==> src/rtl/hcr_pkg.sv <==
// Shared constants, types and controller commands for the height colour ramp.
package hcr_pkg;

	localparam int HEIGHT_BITS = 32;
	localparam int LEVEL_BITS  = 8;
	localparam int DIV_STEPS   = LEVEL_BITS;
	localparam int CNT_BITS    = $clog2(DIV_STEPS);

	localparam logic [LEVEL_BITS-1:0] LEVEL_MAX  = '1;
	localparam logic [LEVEL_BITS-1:0] LEVEL_ZERO = '0;

	localparam logic OP_MEASURE = 1'b0;
	localparam logic OP_COLOUR  = 1'b1;

	typedef logic [HEIGHT_BITS-1:0] ord_t;

	typedef enum logic [5:0] {
		ST_IDLE  = 6'b000001,
		ST_MID   = 6'b000010,
		ST_PREP  = 6'b000100,
		ST_CHECK = 6'b001000,
		ST_DIV   = 6'b010000,
		ST_FIX   = 6'b100000
	} state_t;

	typedef struct packed {
		logic take;
		logic mid;
		logic prep;
		logic check;
		logic step;
		logic load_out;
	} hcr_cmd_t;

endpackage

==> src/rtl/hcr_ctrl.sv <==
// Controller state machine: sequences one colour word through the datapath.
module hcr_ctrl (
	input  logic             clk,
	input  logic             arst_n,
	input  logic             in_valid,
	output logic             in_stall,
	input  logic             op,
	output logic             out_valid,
	input  logic             out_stall,
	output hcr_pkg::hcr_cmd_t cmd
);
	import hcr_pkg::*;

	state_t              state_q;
	state_t              state_d;
	logic [CNT_BITS-1:0] cnt_q;
	logic                out_valid_q;
	logic                slot_free;

	assign in_stall  = (state_q != ST_IDLE);
	assign out_valid = out_valid_q;
	assign slot_free = !out_valid_q || !out_stall;

	always_comb begin
		cmd          = '0;
		cmd.take     = in_valid && (state_q == ST_IDLE);
		cmd.mid      = (state_q == ST_MID);
		cmd.prep     = (state_q == ST_PREP);
		cmd.check    = (state_q == ST_CHECK);
		cmd.step     = (state_q == ST_DIV);
		cmd.load_out = (state_q == ST_FIX) && slot_free;
	end

	always_comb begin
		state_d = state_q;
		unique case (state_q)
			ST_IDLE: begin
				if (in_valid && op == OP_COLOUR) state_d = ST_MID;
			end
			ST_MID:   state_d = ST_PREP;
			ST_PREP:  state_d = ST_CHECK;
			ST_CHECK: state_d = ST_DIV;
			ST_DIV: begin
				if (cnt_q == CNT_BITS'(DIV_STEPS - 1)) state_d = ST_FIX;
			end
			ST_FIX: begin
				if (slot_free) state_d = ST_IDLE;
			end
			default: state_d = ST_IDLE;
		endcase
	end

	always_ff @(posedge clk or negedge arst_n) begin
		if (!arst_n) begin
			state_q     <= ST_IDLE;
			cnt_q       <= '0;
			out_valid_q <= 1'b0;
		end else begin
			state_q <= state_d;
			// advance the step count through the divide
			if (state_q == ST_DIV) cnt_q <= cnt_q + 1'b1;
			else cnt_q <= '0;
			if (cmd.load_out) out_valid_q <= 1'b1;
			else if (!out_stall) out_valid_q <= 1'b0;
		end
	end

endmodule

==> src/rtl/hcr_dp.sv <==
// Datapath: height extremes, midpoint, span set-up, restoring divider, output word.
module hcr_dp (
	input  logic                                clk,
	input  logic                                arst_n,
	input  hcr_pkg::hcr_cmd_t                   cmd,
	input  logic                                op,
	input  logic signed [hcr_pkg::HEIGHT_BITS-1:0] height,
	input  logic                                last,
	output logic [hcr_pkg::LEVEL_BITS-1:0]      red,
	output logic [hcr_pkg::LEVEL_BITS-1:0]      green,
	output logic [hcr_pkg::LEVEL_BITS-1:0]      blue,
	output logic                                last_out
);
	import hcr_pkg::*;

	localparam ord_t SIGN_BIT = {1'b1, {(HEIGHT_BITS-1){1'b0}}};

	ord_t                  lowest_q, highest_q;
	logic                  pass_closed_q;
	ord_t                  z_q, mid_q, num_q, den_q;
	logic                  last_q, lower_q, zero_q, sat_q;
	logic [HEIGHT_BITS:0]  rem_q;
	logic [LEVEL_BITS-1:0] quo_q;
	logic [LEVEL_BITS-1:0] red_q, green_q, blue_q;
	logic                  last_out_q;

	ord_t                  z_in;
	logic [HEIGHT_BITS:0]  sum_w;
	logic                  lower_w;
	ord_t                  base_w, top_w;
	logic [HEIGHT_BITS:0]  num_w, den_w;
	logic                  zero_w;
	logic [HEIGHT_BITS:0]  rem2_w, rem_sub_w;
	logic                  fits_w;
	logic [LEVEL_BITS-1:0] level_w;

	assign z_in  = ord_t'(height) ^ SIGN_BIT;
	assign sum_w = {1'b0, lowest_q} + {1'b0, highest_q};

	assign lower_w = z_q < mid_q;
	assign base_w  = lower_w ? lowest_q : mid_q;
	assign top_w   = lower_w ? mid_q : highest_q;
	assign num_w   = {1'b0, z_q} - {1'b0, base_w};
	assign den_w   = {1'b0, top_w} - {1'b0, base_w};
	assign zero_w  = den_w[HEIGHT_BITS] || (den_w == '0)
		|| (lower_w && (num_w[HEIGHT_BITS] || num_w == '0));

	assign rem2_w    = {rem_q[HEIGHT_BITS-1:0], 1'b0};
	assign rem_sub_w = rem2_w - {1'b0, den_q};
	assign fits_w    = !rem_sub_w[HEIGHT_BITS] || rem2_w[HEIGHT_BITS];

	always_comb begin
		if (zero_q) level_w = LEVEL_ZERO;
		else if (sat_q) level_w = LEVEL_MAX;
		else if (rem_q >= {1'b0, num_q}) level_w = quo_q;
		else level_w = quo_q - 1'b1;
	end

	always_ff @(posedge clk or negedge arst_n) begin
		if (!arst_n) begin
			lowest_q      <= '1;
			highest_q     <= '0;
			pass_closed_q <= 1'b1;
		end else if (cmd.take && op == OP_MEASURE) begin
			if (pass_closed_q) begin
				lowest_q  <= z_in;
				highest_q <= z_in;
			end else begin
				if (z_in < lowest_q) lowest_q <= z_in;
				if (z_in > highest_q) highest_q <= z_in;
			end
			pass_closed_q <= last;
		end
	end

	always_ff @(posedge clk) begin
		if (cmd.take) begin
			z_q    <= z_in;
			last_q <= last;
		end
		if (cmd.mid) mid_q <= sum_w[HEIGHT_BITS:1];
		if (cmd.prep) begin
			lower_q <= lower_w;
			num_q   <= num_w[HEIGHT_BITS-1:0];
			den_q   <= den_w[HEIGHT_BITS-1:0];
			zero_q  <= zero_w;
		end
		if (cmd.check) begin
			sat_q <= num_q >= den_q;
			rem_q <= {1'b0, num_q};
			quo_q <= '0;
		end
		if (cmd.step) begin
			rem_q <= fits_w ? rem_sub_w : rem2_w;
			quo_q <= {quo_q[LEVEL_BITS-2:0], fits_w};
		end
		if (cmd.load_out) begin
			last_out_q <= last_q;
			if (lower_q) begin
				red_q   <= LEVEL_ZERO;
				green_q <= level_w;
				blue_q  <= LEVEL_MAX - level_w;
			end else begin
				red_q   <= level_w;
				green_q <= LEVEL_MAX - level_w;
				blue_q  <= LEVEL_ZERO;
			end
		end
	end

	assign red      = red_q;
	assign green    = green_q;
	assign blue     = blue_q;
	assign last_out = last_out_q;

endmodule

==> src/rtl/height_colour_ramp.sv <==
// Top level of the height colour ramp: controller joined to datapath.
//
// Input channel (in_valid / in_stall) carries op, height (signed Q16.16) and last.
// A measure word (op 0) is taken when idle and folds its height into the running
// minimum and maximum; the first measure word after a closed pass restarts them and
// a measure word with last set closes the pass. It gives no output word.
// A colour word (op 1) runs through midpoint, span set-up, saturation check, an
// eight-step restoring divide and a final correction, and its colour then appears
// on the output channel (out_valid / out_stall). The block takes no new word until
// the colour word has left its final correction step.
// The output register holds a finished word while the receiver stalls; the block
// then takes measure words meanwhile, and a colour word waits in its last step
// until the register frees.
// Reset clears the extremes to most positive minimum and most negative maximum,
// marks the pass closed and empties the output register.
module height_colour_ramp (
	input  logic                                clk,
	input  logic                                arst_n,
	input  logic                                in_valid,
	output logic                                in_stall,
	input  logic                                op,
	input  logic signed [hcr_pkg::HEIGHT_BITS-1:0] height,
	input  logic                                last,
	output logic                                out_valid,
	input  logic                                out_stall,
	output logic [hcr_pkg::LEVEL_BITS-1:0]      red,
	output logic [hcr_pkg::LEVEL_BITS-1:0]      green,
	output logic [hcr_pkg::LEVEL_BITS-1:0]      blue,
	output logic                                last_out
);
	import hcr_pkg::*;

	hcr_cmd_t cmd;

	hcr_ctrl u_ctrl (
		.clk       (clk),
		.arst_n    (arst_n),
		.in_valid  (in_valid),
		.in_stall  (in_stall),
		.op        (op),
		.out_valid (out_valid),
		.out_stall (out_stall),
		.cmd       (cmd)
	);

	hcr_dp u_dp (
		.clk      (clk),
		.arst_n   (arst_n),
		.cmd      (cmd),
		.op       (op),
		.height   (height),
		.last     (last),
		.red      (red),
		.green    (green),
		.blue     (blue),
		.last_out (last_out)
	);

endmodule

==> config.mk <==
export PLATFORM = sky130hd
export DESIGN_NAME = height_colour_ramp
export DESIGN_NICKNAME = d
export VERILOG_FILES = /design/src/rtl/hcr_pkg.sv /design/src/rtl/hcr_ctrl.sv /design/src/rtl/hcr_dp.sv /design/src/rtl/height_colour_ramp.sv
export SDC_FILE = /design/constraint.sdc
export NUM_CORES = 1
export LEC_CHECK = 0
export BUFFER_PORTS_ARGS = -buffer_cell sky130_fd_sc_hd__buf_4
export CAP_MARGIN = 10
export CORE_ASPECT_RATIO = 0.7
export CORE_MARGIN = 2
export CORE_UTILIZATION = 60
export CTS_BUF_LIST = sky130_fd_sc_hd__clkbuf_4
export DETAILED_ROUTE_END_ITERATION = 8
export HOLD_SLACK_MARGIN = 0.02
export PLACE_DENSITY = 0.77
export SLEW_MARGIN = 10
export SYNTH_ARGS = -nofsm -noshare
export SYNTH_HDL_FRONTEND = slang
export SYNTH_HIERARCHICAL = 1
export SYNTH_SLANG_ARGS = --single-unit
==> constraint.sdc <==
create_clock -name clk -period 9.25 [get_ports clk]
set_clock_uncertainty 0.1 [all_clocks]
set_input_delay 0.925 -clock clk [delete_from_list [all_inputs] [get_ports clk]]
set_output_delay 0.925 -clock clk [all_outputs]
set_load 0.01 [all_outputs]
==> flow_metrics.tcl <==
set metrics [dict create \
    outcome "complete, no violations" \
    synth_cells 2216 \
    cts_sinks 273 \
    drv_cap 0 \
    drive_gt1_share_pct 12.3 \
    synth_area_um2 20900 \
    cp-start-kind "flip-flop" \
    ys_ff_latch 273 \
    power_density_nw_per_um2 403 \
    seq_power_share_pct 24.8 \
    ys_seq_area_share_pct 37.7 \
    worst_pin_slew_ps 1080 \
    synthAdderAreaFrac_pct 17.0 \
    fin_cells 2852 \
    max-clock-path-buffers 3 \
    ys.warnings.count 6 \
    p_leak_nw 10.2 \
    die_h_um 160 \
    vias 17300 \
    final.min_clock_period_ps 7660 \
    setup_ws_ps 1590 \
    crit_required_ps 9760 \
    nets 2636 \
    grt_use_total_pct 29.6 \
    cts_buffers 73 \
    cts_tree "yes" \
    intPower_mw 4.91 \
    gp_congestion 0.936 \
    switching_share_pct 46.6 \
    ir_drop_v 0.000217 \
    clk-insertion-delay-late_ps 770 \
    final.setup.tns_ps 0 \
    synth-xor-area-share_pct 4.78 \
    cp_max_fo 124 \
    drtPass1Iterations 6 \
    die_w_um 227 \
    dp.cells 2714 \
    finalHoldViolations 0 \
    cts.clk_slew.worst_paths_ps 70 \
    endpoint_kind "flip-flop" \
    grt_pass1_wl_mm 85.2 \
    grt_max_degree 125 \
    switchingPower_mw 4.29 \
    relSlewSlack_pct 28.0 \
    cp.arrival_ps 8170 \
    io_pins 65 \
    synth_ff_type "edfxtp_1" \
    combPwrFrac_pct 63.4 \
    finalSetupViolCount 0 \
    grt-ovfl-total 0 \
    dp_hpwl_mm 40.7 \
    root_buffer "clkbuf_4" \
    fin_crit_sh_pct 82.8 \
    wl_per_cell_um 18.4 \
    area_delta_synth_final_pct 9.21 \
    avgSynthCellArea_um2 9.43 \
    synth_compound_area_share_pct 18.0 \
    cts_max_level 3 \
    rsz0062_at_grt "no" \
    critical_path_class "reg2reg" \
    portBuffers 64 \
    yosysUniqueCellTypes 86 \
    synth_edf_count 198 \
    post_cts.repair.setup_buffers 0 \
    drc 0 \
    timing.fmax_mhz 131 \
    hp-class "in2reg" \
    finalMaxSlewViolations 0 \
    synthArstFlopShare_pct 27.5 \
    rows 57 \
    start_util_pct 60.5 \
    core_area_um2 34500 \
    antenna_found_initial 1 \
    finalWirelength_mm 52.5 \
    grt_pass1_vias 16500 \
    dp_worst_setup_slack_ps 1790 \
    synth_top_family_by_area "compound AO/OA/AOI/OAI gates" \
    final_antenna_net_count 0 \
    power.share.clock_pct 11.8 \
    synth.area.mux_share_pct 2.95 \
    synthSimpleGateAreaFrac_pct 14.7 \
    synth_nets 2534 \
    avgViaCountPerCell 6.06 \
    dieArea_um2 36300 \
    detail_route.iter0.violations 2229 \
]
-- worst max-delay path, cell delays in order, from the launching register on --
cell	delay (ps)
edfxtp_1	410
ha_1	340
a211oi_2	190
o21ai_1	130
a211o_1	280
a211o_1	360
a21o_4	340
inv_6	570
mux2_2	430
ha_1	230
inv_1	120
ha_1	150
a21oi_1	40
nand3_1	150
a32oi_1	170
o31a_1	310
o31ai_1	590
o211ai_1	220
nand4_1	170
a311oi_1	170
o31ai_1	410
xor2_1	140
or3_1	350
or4_1	460
or4b_1	500
nand2_1	70
-- stage by stage --
stage	utilization [%]	instance area, µm²	power [mW]	hold WS [ps]
after floorplan	-	20900	6.54	300
after global placement	63.3	21900	7.76	324
after detailed placement	63.3	21900	7.95	341
after CTS	66.1	22800	9.08	182
after global routing	66.1	22800	9.95	226
final	66.1	22800	9.20	240
-- sequential cells by signal, indices dropped and copies added, names as in the netlist, 3 cells and up --
register	cells
u_ctrl/cnt_q	3
u_ctrl/state_q	6
u_dp/blue	8
u_dp/den_q	32
u_dp/green	8
u_dp/highest_q	32
u_dp/lowest_q	32
u_dp/mid_q	32
u_dp/num_q	32
u_dp/quo_q	8
u_dp/red	8
u_dp/rem_q	33
u_dp/z_q	32
-- cells in the mapped netlist (all sizes together), types with 40 or more instances --
cell type / n / area share, %
edfxtp: 198 / 28
o21ai: 136 / 3.3
xnor2: 86 / 3.6
ha: 278 / 17
nor2: 163 / 2.9
nor3: 41 / 1.1
nand2: 192 / 3.5
clkbuf: 40 / 0.72
nand3: 42 / 1.0
dfrtp: 41 / 4.9
inv: 219 / 4.0
a21o: 85 / 3.1
a21oi: 163 / 3.9
-- kinds of logic after synthesis --
family,Yosys count
AO/OA/AOI/OAI,585
XOR/XNOR,114
adder cells (fa/ha/maj),283
buffers and inverters,268
flip-flops,273
multiplexers,57
AND/OR/NAND/NOR,636
-- per-layer routing --
| layer | wire length (µm) | vias up | track usage (%) |
|---|---|---|---|
| met3 | 5330 | 84 | 6.38 |
| li1 | - | 8316 | - |
| met4 | 892 | 0 | 7.25 |
| met5 | 0 | - | 0 |
| met1 | 25600 | 8096 | 47.1 |
| met2 | 20700 | 784 | 40.3 |
-- timing repair --
| action | 4_1_cts | 5_1_grt |
|---|---|---|
| resized for setup | 0 | 0 |
| hold endpoints to repair | 7 | 0 |
| hold buffers | 1 | 0 |
-- power by group through the flow --
| stage | clock [mW] | sequential (mW) | combinational (mW) |
|---|---|---|---|
| final | 1.09 | 2.28 | 5.83 |
| after global routing | 1.18 | 2.31 | 6.45 |
| after CTS | 1.11 | 2.27 | 5.69 |
| after detailed placement | 0 | 2.29 | 5.65 |
| after global placement | 0 | 2.28 | 5.48 |
| after floorplan | 0 | 2.18 | 4.36 |
-- cell usage in the layout, fill, tap and decap left out, types with 23 or more instances in the layout --
master    count
a21oi_1     161
nor3_1       37
clkbuf_4    105
nand4_1      29
buf_4        74
and2_1       23
inv_1       217
xor2_1       28
nand2b_1     30
o21a_1       24
xnor2_1      86
o21ai_0     131
edfxtp_1    198
ha_1        278
dfrtp_1      41
a31oi_1      38
nor2_1      162
nor2b_1      34
nand2_1     192
dfstp_2      34
a21o_1       84
nand3_1      42
mux2_2       34
-- final timing paths --
kind,end,cells after the start,slack (ps),from
max,u_dp/zero_q,25,1590,u_dp/z_q[13]
min,u_dp/lowest_q[31],2,240,height[31]
max reg2reg,u_dp/zero_q,25,1590,u_dp/z_q[13]
min reg2reg,u_ctrl/cnt_q[0],1,350,u_ctrl/cnt_q[0]
max in group asynchronous,u_ctrl/out_valid,3,7490,arst_n
min in group asynchronous,u_dp/highest_q[2],2,450,arst_n
-- area by class of cell --
cell class,count,area (µm²)
tap,472,591
clock buffer,105,788
fill,2811,11700
inverter,220,831
timing repair buffer,75,566
sequential,273,7870
multi-input combinational,1675,12000
clock inverter,30,151
antenna,2,5.00
(Power assumes the default switching activity.)
